## config.mk

```make
export PLATFORM = sky130hd
export DESIGN_NAME = hyperslab_run_address_generator_unit
export DESIGN_NICKNAME = d
export VERILOG_FILES = /design/src/rtl/hrag_pkg.sv /design/src/rtl/hrag_regs.sv /design/src/rtl/hrag_alu.sv /design/src/rtl/hrag_seq.sv /design/src/rtl/hyperslab_run_address_generator_unit.sv
export VERILOG_INCLUDE_DIRS = /design/src /design/src/rtl
export SDC_FILE = /design/constraint.sdc
export NUM_CORES = 2
export LEC_CHECK = 0
export BUFFER_PORTS_ARGS = -buffer_cell sky130_fd_sc_hd__buf_4
export CAP_MARGIN = 10
export CORE_ASPECT_RATIO = 1.1
export CORE_MARGIN = 2
export CORE_UTILIZATION = 50
export DETAILED_ROUTE_END_ITERATION = 10
export MAX_ROUTING_LAYER = met4
export PLACE_DENSITY = 0.75
export SLEW_MARGIN = 25
export SYNTH_ARGS = -nofsm -noshare
export SYNTH_HDL_FRONTEND = slang
export SYNTH_SLANG_ARGS = --single-unit
```

## constraint.sdc

```tcl
create_clock -name clk -period 32.1 [get_ports clk]
set_input_delay 3.21 -clock clk [delete_from_list [all_inputs] [get_ports clk]]
set_output_delay 3.21 -clock clk [all_outputs]
set_load 0.03 [all_outputs]
```

## src/rtl/hyperslab_run_address_generator_unit_macros.svh

```systemverilog
// Assertion macros shared by the hyperslab run address generator RTL.
// Every macro samples on clk and is disabled while rst is high.
`ifndef HYPERSLAB_RUN_ADDRESS_GENERATOR_UNIT_MACROS_SVH
`define HYPERSLAB_RUN_ADDRESS_GENERATOR_UNIT_MACROS_SVH

// Same-cycle implication.
`define HRAG_ASSERT(label, ante, cons, msg) \
  label: assert property (@(posedge clk) disable iff (rst) (ante) |-> (cons)) \
    else $error(msg);

// Next-cycle implication.
`define HRAG_ASSERT_NEXT(label, ante, cons, msg) \
  label: assert property (@(posedge clk) disable iff (rst) (ante) |=> (cons)) \
    else $error(msg);

`endif

```

## src/rtl/hrag_pkg.sv

```systemverilog
// Package for the hyperslab run address generator: sizes, codes, payload types.
// Used by every module of the block; depends on nothing else.
`timescale 1ns / 1ps

package hrag_pkg;

  localparam int MAX_RANK  = 4;
  localparam int DIM_BITS  = 16;
  localparam int ADDR_BITS = 48;

  localparam int DIDX_W = (MAX_RANK > 1) ? $clog2(MAX_RANK) : 1;
  localparam int RANK_W = 3;
  localparam int EB_W   = 7;
  localparam int CFG_W  = 64;
  localparam int APB_AW = 6;
  localparam int PROD_W = ADDR_BITS + DIM_BITS;
  localparam int MAC_W  = PROD_W + 1;

  localparam logic ACT_START = 1'b0;
  localparam logic ACT_NEXT  = 1'b1;

  typedef enum logic [2:0] {
    REG_RANK  = 3'd0,
    REG_ELEM  = 3'd1,
    REG_DIMS  = 3'd2,
    REG_LOWER = 3'd3,
    REG_UPPER = 3'd4
  } reg_idx_t;

  typedef enum logic [1:0] {
    ST_RUN   = 2'd0,
    ST_NORUN = 2'd1,
    ST_ERROR = 2'd2
  } status_t;

  typedef enum logic {
    OP_MAC  = 1'b0,
    OP_MSUB = 1'b1
  } alu_op_t;

  typedef enum logic [3:0] {
    S_IDLE,
    S_CHECK,
    S_STA,
    S_STB,
    S_HIB,
    S_HIA,
    S_HIEND,
    S_OFA,
    S_OFEND,
    S_DEND,
    S_EMIT,
    S_CARRY,
    S_SRCEND
  } state_t;

  typedef struct packed {
    logic                 action;
    logic [ADDR_BITS-1:0] source_base;
    logic [ADDR_BITS-1:0] dest_base;
  } req_t;

  typedef struct packed {
    logic [1:0]           status;
    logic [ADDR_BITS-1:0] run_source;
    logic [ADDR_BITS-1:0] run_dest;
    logic [ADDR_BITS-1:0] run_bytes;
    logic                 last_run;
  } rsp_t;

  typedef struct packed {
    logic [RANK_W-1:0] rank;
    logic [EB_W-1:0]   elem_bytes;
    logic [CFG_W-1:0]  dim_sizes;
    logic [CFG_W-1:0]  lower;
    logic [CFG_W-1:0]  upper;
  } cfg_t;

  typedef struct packed {
    logic                 valid;
    alu_op_t              op;
    logic [ADDR_BITS-1:0] a;
    logic [DIM_BITS-1:0]  b;
    logic [ADDR_BITS-1:0] c;
  } alu_req_t;

  typedef struct packed {
    logic                 valid;
    logic [ADDR_BITS-1:0] val;
    logic                 ovf;
  } alu_res_t;

  // Field of one dimension in a packed register; fields past the top read as zero.
  function automatic logic [DIM_BITS-1:0] dim_field(input logic [CFG_W-1:0] pk,
                                                    input int unsigned d);
    logic [CFG_W-1:0] sh;
    sh = pk >> (d * DIM_BITS);
    return sh[DIM_BITS-1:0];
  endfunction

endpackage

```

## src/rtl/hrag_regs.sv

```systemverilog
// APB-style configuration register file of the hyperslab run address generator.
// Depends on hrag_pkg for register indexes and the configuration struct.
`timescale 1ns / 1ps

module hrag_regs import hrag_pkg::*; (
  input  logic              clk,
  input  logic              rst,
  input  logic              psel,
  input  logic              penable,
  input  logic              pwrite,
  input  logic [APB_AW-1:0] paddr,
  input  logic [CFG_W-1:0]  pwdata,
  output logic [CFG_W-1:0]  prdata,
  output logic              pready,
  output cfg_t              cfg,
  output logic              cfg_we
);

  reg_idx_t idx;
  logic     wr;
  logic     hit;

  assign idx    = reg_idx_t'(paddr[APB_AW-1:3]);
  assign wr     = psel && penable && pwrite;
  assign pready = 1'b1;
  assign cfg_we = wr && hit;

  always_comb begin
    prdata = '0;
    hit    = 1'b1;
    unique case (idx)
      REG_RANK:  prdata = {{(CFG_W-RANK_W){1'b0}}, cfg.rank};
      REG_ELEM:  prdata = {{(CFG_W-EB_W){1'b0}}, cfg.elem_bytes};
      REG_DIMS:  prdata = cfg.dim_sizes;
      REG_LOWER: prdata = cfg.lower;
      REG_UPPER: prdata = cfg.upper;
      default:   hit    = 1'b0;
    endcase
  end

  always_ff @(posedge clk) begin
    if (rst) begin
      cfg.rank       <= RANK_W'(1);
      cfg.elem_bytes <= EB_W'(4);
      cfg.dim_sizes  <= '0;
      cfg.lower      <= '0;
      cfg.upper      <= '0;
    end else if (wr) begin
      unique case (idx)
        REG_RANK:  cfg.rank       <= pwdata[RANK_W-1:0];
        REG_ELEM:  cfg.elem_bytes <= pwdata[EB_W-1:0];
        REG_DIMS:  cfg.dim_sizes  <= pwdata;
        REG_LOWER: cfg.lower      <= pwdata;
        REG_UPPER: cfg.upper      <= pwdata;
        default: ;
      endcase
    end
  end

endmodule

```

## src/rtl/hrag_alu.sv

```systemverilog
// Shared multiply-add unit: c + a*b with overflow flag, or c - a*b modulo the address.
// One operation per cycle with a registered result. Depends on hrag_pkg.
`timescale 1ns / 1ps

module hrag_alu import hrag_pkg::*; (
  input  logic     clk,
  input  logic     rst,
  input  alu_req_t req,
  output alu_res_t res
);

  logic [PROD_W-1:0]    prod;
  logic [MAC_W-1:0]     sum;
  logic [ADDR_BITS-1:0] diff;

  always_comb begin
    prod = PROD_W'(req.a) * PROD_W'(req.b);
    sum  = MAC_W'(prod) + MAC_W'(req.c);
    diff = req.c - prod[ADDR_BITS-1:0];
  end

  always_ff @(posedge clk) begin
    if (rst) begin
      res.valid <= 1'b0;
    end else begin
      res.valid <= req.valid;
    end
    if (req.valid) begin
      if (req.op == OP_MAC) begin
        res.val <= sum[ADDR_BITS-1:0];
        res.ovf <= |sum[MAC_W-1:ADDR_BITS];
      end else begin
        res.val <= diff;
        res.ovf <= 1'b0;
      end
    end
  end

endmodule

```

## src/rtl/hrag_seq.sv

```systemverilog
// Sequencer of the hyperslab run address generator: slice setup, run issue, index carry.
// Drives the shared multiply-add unit; depends on hrag_pkg and the assertion macros.
`timescale 1ns / 1ps
`include "hyperslab_run_address_generator_unit_macros.svh"

module hrag_seq import hrag_pkg::*; (
  input  logic     clk,
  input  logic     rst,
  input  cfg_t     cfg,
  input  logic     cfg_we,
  input  logic     req_valid,
  output logic     req_ready,
  input  req_t     req,
  output logic     rsp_valid,
  input  logic     rsp_ready,
  output rsp_t     rsp,
  output alu_req_t alu_req,
  input  alu_res_t alu_res
);

  state_t state, state_next;

  logic                 active;
  logic                 ovf;
  status_t              code;
  logic [ADDR_BITS-1:0] sbase;
  logic [ADDR_BITS-1:0] dbase;
  logic [DIDX_W-1:0]    d;
  logic [DIDX_W-1:0]    run_level;
  logic [ADDR_BITS-1:0] run_length;
  logic [ADDR_BITS-1:0] cur_src;
  logic [ADDR_BITS-1:0] cur_dst;
  logic [ADDR_BITS-1:0] total;
  logic                 adv_first;
  logic [ADDR_BITS-1:0] ss  [MAX_RANK];
  logic [ADDR_BITS-1:0] ds  [MAX_RANK];
  logic [DIM_BITS-1:0]  idx [MAX_RANK];

  logic [DIM_BITS-1:0]  lb  [MAX_RANK];
  logic [DIM_BITS-1:0]  ub  [MAX_RANK];
  logic [DIM_BITS-1:0]  sz  [MAX_RANK];
  logic [DIM_BITS-1:0]  ext [MAX_RANK];

  logic                 cfg_err;
  logic                 cfg_empty;
  logic [RANK_W-1:0]    rank_m1;
  logic [RANK_W-1:0]    rl_w;
  logic                 d_at_top;
  logic [DIDX_W-1:0]    d_m1;
  logic                 last_flag;
  logic                 can_inc;
  logic                 slot_free;
  logic                 load_rsp;
  logic [EB_W-1:0]      eb_m1;
  logic [ADDR_BITS-1:0] c_src;
  logic [ADDR_BITS-1:0] eb_addr;

  assign req_ready = (state == S_IDLE);
  assign slot_free = !rsp_valid || rsp_ready;
  assign rank_m1   = cfg.rank - 1'b1;
  assign d_at_top  = (RANK_W'(d) == rank_m1);
  assign d_m1      = d - 1'b1;
  assign eb_m1     = cfg.elem_bytes - 1'b1;
  assign eb_addr   = {{(ADDR_BITS-EB_W){1'b0}}, cfg.elem_bytes};
  assign can_inc   = ({1'b0, idx[d]} + 1'b1) < {1'b0, ub[d]};
  assign c_src     = (!adv_first && alu_res.valid) ? alu_res.val : cur_src;

  // Bounds checks and the outermost dimension below which everything is taken whole.
  always_comb begin
    cfg_err   = (int'(cfg.rank) > MAX_RANK) || (cfg.elem_bytes == '0);
    cfg_empty = 1'b0;
    for (int k = 0; k < MAX_RANK; k++) begin
      lb[k]  = dim_field(cfg.lower, k);
      ub[k]  = dim_field(cfg.upper, k);
      sz[k]  = dim_field(cfg.dim_sizes, k);
      ext[k] = ub[k] - lb[k];
      if (k < int'(cfg.rank)) begin
        if (lb[k] > ub[k] || ub[k] > sz[k]) begin
          cfg_err = 1'b1;
        end
        if (lb[k] == ub[k]) begin
          cfg_empty = 1'b1;
        end
      end
    end
    rl_w = (cfg.rank != '0) ? rank_m1 : '0;
    for (int k = MAX_RANK - 1; k >= 1; k--) begin
      if (int'(rl_w) == k && lb[k] == '0 && ub[k] == sz[k]) begin
        rl_w = RANK_W'(k - 1);
      end
    end
  end

  always_comb begin
    last_flag = 1'b1;
    for (int k = 0; k < MAX_RANK; k++) begin
      if (k < int'(run_level) && ({1'b0, idx[k]} + 1'b1) != {1'b0, ub[k]}) begin
        last_flag = 1'b0;
      end
    end
  end

  always_ff @(posedge clk) begin
    if (rst) begin
      state <= S_IDLE;
    end else begin
      state <= state_next;
    end
  end

  always_comb begin
    state_next = state;
    alu_req    = '0;
    alu_req.op = OP_MAC;
    load_rsp   = 1'b0;
    unique case (state)
      S_IDLE: begin
        if (req_valid) begin
          state_next = (req.action == ACT_START) ? S_CHECK : S_EMIT;
        end
      end
      S_CHECK: begin
        if (cfg_err || cfg_empty) begin
          state_next = S_EMIT;
        end else if (cfg.rank == '0) begin
          state_next = S_HIB;
        end else begin
          state_next = S_STA;
        end
      end
      S_STA: begin
        alu_req.valid = 1'b1;
        alu_req.a     = ds[d];
        alu_req.b     = ext[d];
        state_next    = S_STB;
      end
      S_STB: begin
        if (d != '0) begin
          alu_req.valid = 1'b1;
          alu_req.a     = ss[d];
          alu_req.b     = sz[d];
          state_next    = S_STA;
        end else begin
          state_next = S_HIB;
        end
      end
      S_HIB: begin
        // The highest source byte starts as base plus the last byte of one element.
        alu_req.valid = 1'b1;
        alu_req.a     = {{(ADDR_BITS-EB_W){1'b0}}, eb_m1};
        alu_req.b     = DIM_BITS'(1);
        alu_req.c     = sbase;
        state_next    = (cfg.rank == '0) ? S_HIEND : S_HIA;
      end
      S_HIA: begin
        alu_req.valid = 1'b1;
        alu_req.a     = ss[d];
        alu_req.b     = ub[d] - 1'b1;
        alu_req.c     = alu_res.val;
        if (d_at_top) begin
          state_next = S_HIEND;
        end
      end
      S_HIEND: begin
        if (cfg.rank == '0) begin
          alu_req.valid = 1'b1;
          alu_req.a     = total - 1'b1;
          alu_req.b     = DIM_BITS'(1);
          alu_req.c     = dbase;
          state_next    = S_DEND;
        end else begin
          state_next = S_OFA;
        end
      end
      S_OFA: begin
        alu_req.valid = 1'b1;
        alu_req.a     = ss[d];
        alu_req.b     = lb[d];
        alu_req.c     = (d == '0) ? sbase : alu_res.val;
        if (d_at_top) begin
          state_next = S_OFEND;
        end
      end
      S_OFEND: begin
        alu_req.valid = 1'b1;
        alu_req.a     = total - 1'b1;
        alu_req.b     = DIM_BITS'(1);
        alu_req.c     = dbase;
        state_next    = S_DEND;
      end
      S_DEND: begin
        state_next = S_EMIT;
      end
      S_EMIT: begin
        if (slot_free) begin
          load_rsp = 1'b1;
          if (code == ST_RUN && !last_flag) begin
            alu_req.valid = 1'b1;
            alu_req.a     = run_length;
            alu_req.b     = DIM_BITS'(1);
            alu_req.c     = cur_dst;
            state_next    = S_CARRY;
          end else begin
            state_next = S_IDLE;
          end
        end
      end
      S_CARRY: begin
        alu_req.valid = 1'b1;
        alu_req.a     = ss[d];
        alu_req.c     = c_src;
        if (can_inc) begin
          alu_req.b  = DIM_BITS'(1);
          state_next = S_SRCEND;
        end else begin
          // Wrap this dimension back to its lower bound and carry outward.
          alu_req.op = OP_MSUB;
          alu_req.b  = idx[d] - lb[d];
        end
      end
      S_SRCEND: begin
        state_next = S_IDLE;
      end
      default: begin
        state_next = S_IDLE;
      end
    endcase
  end

  always_ff @(posedge clk) begin
    if (rst) begin
      active <= 1'b0;
    end else if (cfg_we) begin
      active <= 1'b0;
    end else if (state == S_IDLE && req_valid && req.action == ACT_START) begin
      active <= 1'b0;
    end else if (state == S_DEND) begin
      active <= !(ovf || alu_res.ovf);
    end else if (state == S_EMIT && slot_free && code == ST_RUN && last_flag) begin
      active <= 1'b0;
    end
  end

  always_ff @(posedge clk) begin
    unique case (state)
      S_IDLE: begin
        if (req_valid) begin
          sbase <= req.source_base;
          dbase <= req.dest_base;
          code  <= active ? ST_RUN : ST_NORUN;
        end
      end
      S_CHECK: begin
        ovf        <= 1'b0;
        total      <= eb_addr;
        run_length <= eb_addr;
        run_level  <= rl_w[DIDX_W-1:0];
        d          <= rank_m1[DIDX_W-1:0];
        if (cfg_err) begin
          code <= ST_ERROR;
        end else if (cfg_empty) begin
          code <= ST_NORUN;
        end
        if (cfg.rank != '0) begin
          ss[rank_m1[DIDX_W-1:0]] <= eb_addr;
          ds[rank_m1[DIDX_W-1:0]] <= eb_addr;
        end
      end
      S_STA: begin
        if (alu_res.valid) begin
          ss[d] <= alu_res.val;
          ovf   <= ovf || alu_res.ovf;
        end
      end
      S_STB: begin
        ovf <= ovf || alu_res.ovf;
        if (d == run_level) begin
          run_length <= alu_res.val;
        end
        if (d != '0) begin
          ds[d_m1] <= alu_res.val;
          d        <= d_m1;
        end else begin
          total <= alu_res.val;
        end
      end
      S_HIB: begin
        d <= '0;
      end
      S_HIA: begin
        if (alu_res.valid) begin
          ovf <= ovf || alu_res.ovf;
        end
        d <= d_at_top ? '0 : d + 1'b1;
      end
      S_HIEND: begin
        ovf <= ovf || alu_res.ovf;
        d   <= '0;
        if (cfg.rank == '0) begin
          cur_src <= sbase;
        end
      end
      S_OFA: begin
        idx[d] <= lb[d];
        d      <= d + 1'b1;
      end
      S_OFEND: begin
        cur_src <= alu_res.val;
      end
      S_DEND: begin
        cur_dst <= dbase;
        code    <= (ovf || alu_res.ovf) ? ST_ERROR : ST_NORUN;
      end
      S_EMIT: begin
        if (slot_free && code == ST_RUN && !last_flag) begin
          d         <= run_level - 1'b1;
          adv_first <= 1'b1;
        end
      end
      S_CARRY: begin
        adv_first <= 1'b0;
        if (adv_first) begin
          cur_dst <= alu_res.val;
        end else if (alu_res.valid) begin
          cur_src <= alu_res.val;
        end
        if (can_inc) begin
          idx[d] <= idx[d] + 1'b1;
        end else begin
          idx[d] <= lb[d];
          d      <= d_m1;
        end
      end
      S_SRCEND: begin
        cur_src <= alu_res.val;
      end
      default: ;
    endcase
  end

  always_ff @(posedge clk) begin
    if (rst) begin
      rsp_valid <= 1'b0;
    end else if (load_rsp) begin
      rsp_valid <= 1'b1;
    end else if (rsp_ready) begin
      rsp_valid <= 1'b0;
    end
  end

  always_ff @(posedge clk) begin
    if (load_rsp) begin
      rsp.status <= code;
      if (code == ST_RUN) begin
        rsp.run_source <= cur_src;
        rsp.run_dest   <= cur_dst;
        rsp.run_bytes  <= run_length;
        rsp.last_run   <= last_flag;
      end else begin
        rsp.run_source <= '0;
        rsp.run_dest   <= '0;
        rsp.run_bytes  <= '0;
        rsp.last_run   <= 1'b0;
      end
    end
  end

  `HRAG_ASSERT(a_rsp_no_overwrite, load_rsp && rsp_valid, rsp_ready, "result register overwritten before its transaction completed")
  `HRAG_ASSERT(a_quiet_fields_zero, rsp_valid && rsp.status != ST_RUN, rsp.run_bytes == '0 && !rsp.last_run, "non-run result carries run fields")
  `HRAG_ASSERT(a_run_not_empty, rsp_valid && rsp.status == ST_RUN, rsp.run_bytes != '0, "issued run has zero length")
  `HRAG_ASSERT_NEXT(a_cfg_write_idles, cfg_we, !active, "register write did not abort the slice")

endmodule

```

## src/rtl/hyperslab_run_address_generator_unit.sv

```systemverilog
// Hyperslab run address generator: a start transaction has the shared multiply-add unit find
// the strides, up to two operations per dimension, then the highest source byte and start
// offset from the bounds; rank zero skips the per-dimension steps, bad bounds or an empty box
// go straight to the result. Next-run transaction: the result is issued, and the block is
// ready again once wrapping dimensions carry, one step per cycle on that unit, none on the last run.
// Synchronous active-high reset: configuration registers take defaults; the block comes up idle.
`timescale 1ns / 1ps

module hyperslab_run_address_generator_unit import hrag_pkg::*; (
  input  logic              clk,
  input  logic              rst,
  input  logic              req_valid,
  output logic              req_ready,
  input  req_t              req,
  output logic              rsp_valid,
  input  logic              rsp_ready,
  output rsp_t              rsp,
  input  logic              psel,
  input  logic              penable,
  input  logic              pwrite,
  input  logic [APB_AW-1:0] paddr,
  input  logic [CFG_W-1:0]  pwdata,
  output logic [CFG_W-1:0]  prdata,
  output logic              pready
);

  cfg_t     cfg;
  logic     cfg_we;
  alu_req_t alu_req;
  alu_res_t alu_res;

  hrag_regs u_regs (
    .clk     (clk),
    .rst     (rst),
    .psel    (psel),
    .penable (penable),
    .pwrite  (pwrite),
    .paddr   (paddr),
    .pwdata  (pwdata),
    .prdata  (prdata),
    .pready  (pready),
    .cfg     (cfg),
    .cfg_we  (cfg_we)
  );

  hrag_alu u_alu (
    .clk (clk),
    .rst (rst),
    .req (alu_req),
    .res (alu_res)
  );

  hrag_seq u_seq (
    .clk       (clk),
    .rst       (rst),
    .cfg       (cfg),
    .cfg_we    (cfg_we),
    .req_valid (req_valid),
    .req_ready (req_ready),
    .req       (req),
    .rsp_valid (rsp_valid),
    .rsp_ready (rsp_ready),
    .rsp       (rsp),
    .alu_req   (alu_req),
    .alu_res   (alu_res)
  );

endmodule
```

## Yosys cells after proc, flatten, opt, wreduce, memory -nomap -nowiden

Memories as Yosys holds them, arrays and structs flattened. A register that Yosys moved wholly into a read port is not among the register bits.
Cells that the tools add are included.

| storage, ports and cells | value |
|---|---|
| register bits | 701 |
| memory bits (writable) | 448 |
| bits of input ports | 174 |
| output and inout port bits | 214 |
| word-level logic and storage cells | 319 |
| memories | 3 |

| operators by class | value |
|---|---|
| $add $sub $neg | 19 |
| multipliers | 1 |
| order comparisons | 18 |
| eq/ne operators | 47 |
| multiplexer cells | 122 |
| bitwise gates (word level) | 4 |
| reductions and logical operators | 78 |

Memories:

| name | words | bits a word | read ports | clocked after Yosys merged registers in | wr ports | RTL line | source |
|---|---|---|---|---|---|---|---|
| u_seq.ds | 4 | 48 | 1 | 1 | 1 | hrag_seq.sv:36 | `logic [ADDR_BITS-1:0] ds [MAX_RANK];` |
| u_seq.ss | 4 | 48 | 1 | 1 | 1 | hrag_seq.sv:35 | `logic [ADDR_BITS-1:0] ss [MAX_RANK];` |
| u_seq.idx | 4 | 16 | 4 | 1 | 1 | hrag_seq.sv:37 | `logic [DIM_BITS-1:0] idx [MAX_RANK];` |

Operator list:

| operator | number |
|---|---|
| case mux 64 bit (9 select lines) | 1 |
| two-way mux 48 bit | 10 |
| two-way mux 112 bit | 3 |
| case mux 48 bit (7 select lines) | 1 |
| case mux 64 bit (5 select lines) | 1 |
| case mux 48 bit (2 select lines) | 3 |
| two-way mux 16 bit | 11 |
| case mux 48 bit (3 select lines) | 1 |
| binary-select mux 16 bit (select 2 bit) | 4 |
| > comparator 16 bit | 8 |
| equality test 16 bit | 7 |
| OR reduction 48 bit | 2 |
| subtractor 16 bit | 5 |
| adder 16 x 1 -> 17 bit (second input constant) | 4 |
| adder 64 x 48 -> 65 bit | 1 |
| multiplier 48 x 16 -> 64 bit | 1 |
| two-way mux 64 bit | 1 |
| two-way mux 1 bit | 51 |
| inequality test 17 x 16 -> 1 bit | 3 |
| two-way mux 49 bit | 1 |
| zero test 16 bit | 3 |
| case mux 4 bit (12 select lines) | 1 |
| subtractor 48 x 1 -> 48 bit (second input constant) | 1 |
| subtractor 48 bit | 1 |
| other kinds (55) | 164 |

## Depth between registers and ports, before layout

An unclocked memory read counts as a cell.

| depth | value |
|---|---|
| word-level depth | 16 |
| mapped depth | 64 |
| mapped depth without buffers | 57 |

## Hierarchy

A second synthesis with hierarchy kept.

| second synthesis, totals | value |
|---|---|
| cell total of the unflattened synthesis | 8,519 |
| area total of the unflattened synthesis | 88,299.7 um^2 |

By module, submodules not included:

| module | times used | cells an instance | area each (um^2) | sequential area each (um^2) |
|---|---|---|---|---|
| hrag_seq | 1 | 3,666 | 47,271.6 | 26,915.8 |
| hrag_alu | 1 | 3,806 | 31,441.4 | 1,491.4 |
| hrag_regs | 1 | 1,047 | 9,586.7 | 4,043.9 |

## Least setup slack after synthesis

OpenSTA, ideal clock, no wires.

| timing | value |
|---|---|
| path kind | input to register |
| start point | input rsp_ready |
| end point | register u_alu.res[0] in the netlist's numbering, data pin |
| library setup time | 0.259 ns |
| arrival | 16.815 ns |
| required time | 31.841 ns |
| slack | 15.026 ns |
| stages on the path | 46 |
| cell sequence | nand2b_1 -> and3_1 -> o31a_1 -> buf_1 -> clkbuf_1 -> a21o_1 -> buf_1 -> nand2_1 -> fa_1 -> inv_1 -> fa_1 -> inv_1 -> fa_1 -> inv_1 -> fa_1 -> fa_1 -> inv_1 -> fa_1 -> (+10 left out) -> nand3_1 -> nand2_1 -> xnor2_1 -> ha_1 -> clkbuf_1 -> nand2_1 -> o21ai_0 -> a221o_1 -> nor2_1 -> o2111ai_1 -> nand4_1 -> a31oi_1 -> nand4bb_1 -> nor3_1 -> and3_1 -> o2111ai_1 -> or4_1 -> o31a_1 |

| on the way | value |
|---|---|
| cells in the longest elaborated chain, start to end | 6 |
| elaborated cells between the ends (all ways) | 7 |
| classes of those cells | 1 x add/sub; 1 x mul; 3 x mux; 2 x reduce/logical |

Ends and longest elaborated chain:

| element | RTL line | source |
|---|---|---|
| from (decl) | hyperslab_run_address_generator_unit.sv:16 | `input logic rsp_ready,` |
| logical OR 1 bit (*) | hrag_seq.sv:59 | `assign slot_free = !rsp_valid \|\| rsp_ready;` |
| two-way mux 112 bit (*) | hrag_seq.sv:195 | `if (slot_free) begin` |
| case mux 64 bit (9 select lines) | hrag_seq.sv:116 | `unique case (state)` |
| multiplier 48 x 16 -> 64 bit | hrag_alu.sv:17 | `prod = PROD_W'(req.a) * PROD_W'(req.b);` |
| adder 64 x 48 -> 65 bit (*) | hrag_alu.sv:18 | `sum = MAC_W'(prod) + MAC_W'(req.c);` |
| OR reduction 17 bit (*) | hrag_alu.sv:31 | `res.ovf <= \|sum[MAC_W-1:ADDR_BITS];` |
| to (decl) | hrag_alu.sv:9 | `output alu_res_t res` |

Mark *: on every way between the ends. The rest lies on a longest branch, timed or not.
A chain may end at the register's enable or synchronous reset.

==> results by group <==
Timing
  • Relative slew slack: 24.15%
  • Final setup viols: 0
  • Clock skew: 0.04768 ns
  • Part of the cycle the worst path needs: 54.06%
  • Worst-Margin Slew: 1.134 ns
  • Setup WS post-layout: 14.75 ns
  • Max Slew Vio Count: 0
  • RSZ-0062 raised after global routing: false
  • Fin. Hold Viols: 0
  • Final worst path period need: 17.35 ns
  • Fmax: 57.63 MHz
  • Fin Setup TNS: 0 ns

Setup path
  • Critical path fanouts, max: 48
  • Max incr delay on CP: 0.68 ns
  • WP data required: 32.62 ns
  • Critical Path Start Type: flip-flop
  • Crit path DAT: 17.87 ns
  • Crit Path Category: flip-flop to flip-flop
  • Setup crit end kind: flip-flop
  • CP max stage cell: mux4_2
  • Most used cell, CP: fa_1

Layout
  • Area grow syn2layout: 11.03%
  • Fillers: 14510
  • Final std cells w/o fill: 11050
  • Layout cells sized above 1: 11.91%
  • Final instance area: 0.09575 mm2
  • Register area: 0.03246 mm2
  • NumNets Final: 9909
  • Multi-input combinational cell area: 0.04886 mm2

Global routing
  • Initial antenna violation count: 24
  • Vias in the first global route: 68740
  • First-pass GRT wire length: 450.3 mm
  • Overflow after GRT: 0
  • Largest net degree at the start of global routing: 105
  • GRT Total Usage: 35.87%

Job
  • Max_cap viols: 0

Die
  • Chip width: 400.0 um
  • Starting density of the core: 50.41%
  • Top Ports: 388
  • Die area: 0.1758 mm2
  • DIE HEIGHT: 439.6 um
  • Core area: 0.1711 mm2
  • # rows: 159

Clock network
  • Postcts setup bufs: 0
  • Total CTS buffers: 117
  • CTS root buffer: clkbuf_16
  • Hold Buf Count CTS: 0
  • Clk sinks: 1151
  • Post-CTS resize count: 0
  • Clock transition at path regs: 0.07 ns
  • CTS max path bufs: 3
  • Skew-Pair Late Insertion Delay: 0.82 ns
  • H-tree levels: 3
  • TritonCTS clock tree: done

Detailed routing
  • DR WL/cell: 27.83 um
  • DRC Markers: 0
  • Routed Antenna Nets: 0
  • Vias per Instance: 6.287
  • Initial DRC count: 8500
  • Vias: 69490
  • DRT Pass-1 Iters: 9
  • Final wirelength: 307.6 mm

Synthesis
  • EDFF count, synth: 940
  • Number of library cell types mapped by synthesis: 99
  • Yosys Warn Count: 0
  • Synth Instances: 8500
  • Top FF cell, synth: edfxtp_1
  • Register area share after synthesis: 37.63%
  • Synth Net Count: 9729
  • Mean post-synth cell area: 10.15 um2
  • Post-Synthesis Cell Area: 0.08624 mm2
  • Post-synthesis async set-or-reset flop share: 0%
  • Number of synthesized register bits: 1151

Placed design
  • Placed instance count: 10810
  • Post-DP HPWL: 225.9 mm
  • Gp weighted congestion: 1.057
  • Post-place setup slack: 14.92 ns
  • Port Buffers: 383
  • Post-DP Area: 0.09156 mm2

Power
  • Switch share: 45.34%
  • Pleak: 37.09 nW
  • Pwr dens: 73.16 mW/mm2
  • Power Total: 7.006 mW
  • Switching power: 3.176 mW
  • Clock power frac: 20.9%
  • Pint: 3.829 mW
  • Max rail drop VDD: 71.50 uV
  • Register share of total power: 30.7%
  • Comb pwr share: 48.4%

Outcome
  • Status: finished, final reports clean

Min path
  • Hold Crit Class: flip-flop to flip-flop
==> metal layers <==
layer / up-vias / share of wire, % / wire, um / GRT usage (%)
met5: - / 0 / 0 / -
li1: 29480 / - / - / -
met2: 4568 / 45 / 139500 / 54.01
met1: 34440 / 37 / 112300 / 45.04
met3: 1005 / 11 / 34820 / 7.606
met4: 0 / 6.8 / 20980 / 20.16
==> sequential cells by signal (all words and copies together), names as in the netlist, 48 cells and up, named ones only <==
signal,cells
u_regs.cfg,202
u_seq.ds,192
u_seq.ss,192
u_seq.rsp,147
u_seq.idx,64
u_alu.res,50
u_seq.cur_dst,48
u_seq.cur_src,48
u_seq.dbase,48
u_seq.run_length,48
u_seq.sbase,48
u_seq.total,48
==> power groups by stage <==
| stage | registers, mW | clock network, mW | logic, mW |
|---|---|---|---|
| 4_1_cts | 2.14 | 1.47 | 3.31 |
| 3_3_place_gp | 2.16 | 0 | 3.26 |
| 3_5_place_dp | 2.17 | 0 | 3.29 |
| 5_1_grt | 2.16 | 1.53 | 3.59 |
| 2_1_floorplan | 2.10 | 0 | 2.06 |
| 6_report | 2.15 | 1.47 | 3.39 |
==> final timing paths <==
| kind | start | to | slack [ns] | cells after the start |
|---|---|---|---|---|
| worst max-delay path | flip-flop | u_alu.res[0] | 14.75 | 52 |
| worst min-delay path | u_regs.cfg[168] | u_regs.cfg[168] | 0.50 | 2 |
| worst max register to register | flip-flop | u_alu.res[0] | 14.75 | 52 |
| worst min register to register | u_regs.cfg[168] | u_regs.cfg[168] | 0.50 | 2 |
==> cell usage in the layout (no fill, tap or decap), types with 21 or more instances in the layout <==
| cell | instances |
|---|---|
| o21bai_1 | 51 |
| o21ai_0 | 266 |
| a31oi_1 | 38 |
| mux2_2 | 64 |
| xnor2_1 | 186 |
| nor2b_1 | 45 |
| nand2b_1 | 37 |
| edfxtp_1 | 940 |
| nand4_1 | 70 |
| clkinv_1 | 21 |
| nor2_1 | 312 |
| or3_1 | 23 |
| o21a_1 | 32 |
| ha_1 | 406 |
| nor4_1 | 44 |
| o211ai_1 | 25 |
| inv_1 | 947 |
| a21o_1 | 83 |
| fa_1 | 649 |
| nor3_1 | 100 |
| nand3_1 | 125 |
| nand2_1 | 1507 |
| and3_1 | 116 |
| a21oi_1 | 491 |
| clkbuf_16 | 122 |
| o31ai_1 | 24 |
| a222oi_1 | 51 |
| and2_1 | 401 |
| a22oi_1 | 31 |
| buf_4 | 512 |
| a211oi_1 | 30 |
| mux2i_1 | 90 |
| a22o_1 | 29 |
| a221o_1 | 32 |
| mux4_2 | 173 |
| dfxtp_1 | 209 |
| xor2_1 | 100 |
==> logic make-up (layout without fill, tap and decap cells) <==
kind of cell             count (synthesis)  count (layout)  synth area share (%)
flip-flops                            1151            1151                 37.63
XOR/XNOR                               288             288                 2.933
adder cells (fa/ha/maj)               1055            1055                 20.96
other                                    1              18              0.004348
AND/OR/NAND/NOR                       2898            2898                 15.66
AO/OA/AOI/OAI                         1373            1373                 10.22
multiplexers                           327             327                 6.398
buffers and inverters                 1407            1688                 6.206
==> worst max-delay path, delay by kind of cell, from the launching register on <==
kind            cells  cell delay [ns]
mux                 1             0.68
xor+xnor            2             0.74
fa+ha+maj           9             4.24
compound gates     10             3.21
flops               1             0.48
buf+inv             6             2.01
simple gates       24             5.57
==> final cells by class <==
cell class              count  area share [%]
flip-flops and latches   1151           33.90
well taps                2254           2.945
multi-input cells        5942           51.02
inverters                 953           3.736
clock inverters            76          0.9892
diodes                     17         0.04443
repair buffers            515           4.053
clock buffers             144           3.310
==> Yosys cell counts, types with 100 or more instances <==
library cell	instances	area, um2
nand2_1	1512	5675
edfxtp_1	940	28230
a21oi_1	492	2462
xnor2_1	187	1638
nor2_1	316	1186
clkbuf_1	381	1430
xor2_1	100	875.8
and3_1	118	738.2
mux4_2	173	3896
and2_1	406	2540
ha_1	406	5080
fa_1	649	12990
o21ai_0	273	1366
nor3_1	102	510.5
inv_1	947	3555
nand3_1	128	640.6
dfxtp_1	211	4224
==> stage by stage <==
step                utilization [%]  hold WS (ns)
floorplan                         -        0.4464
global placement              53.51        0.4670
detailed placement            53.51        0.4777
CTS                           55.92        0.4858
global route                  55.96        0.5136
finish                        55.97        0.4951
Power figures use the tool's default switching activity.
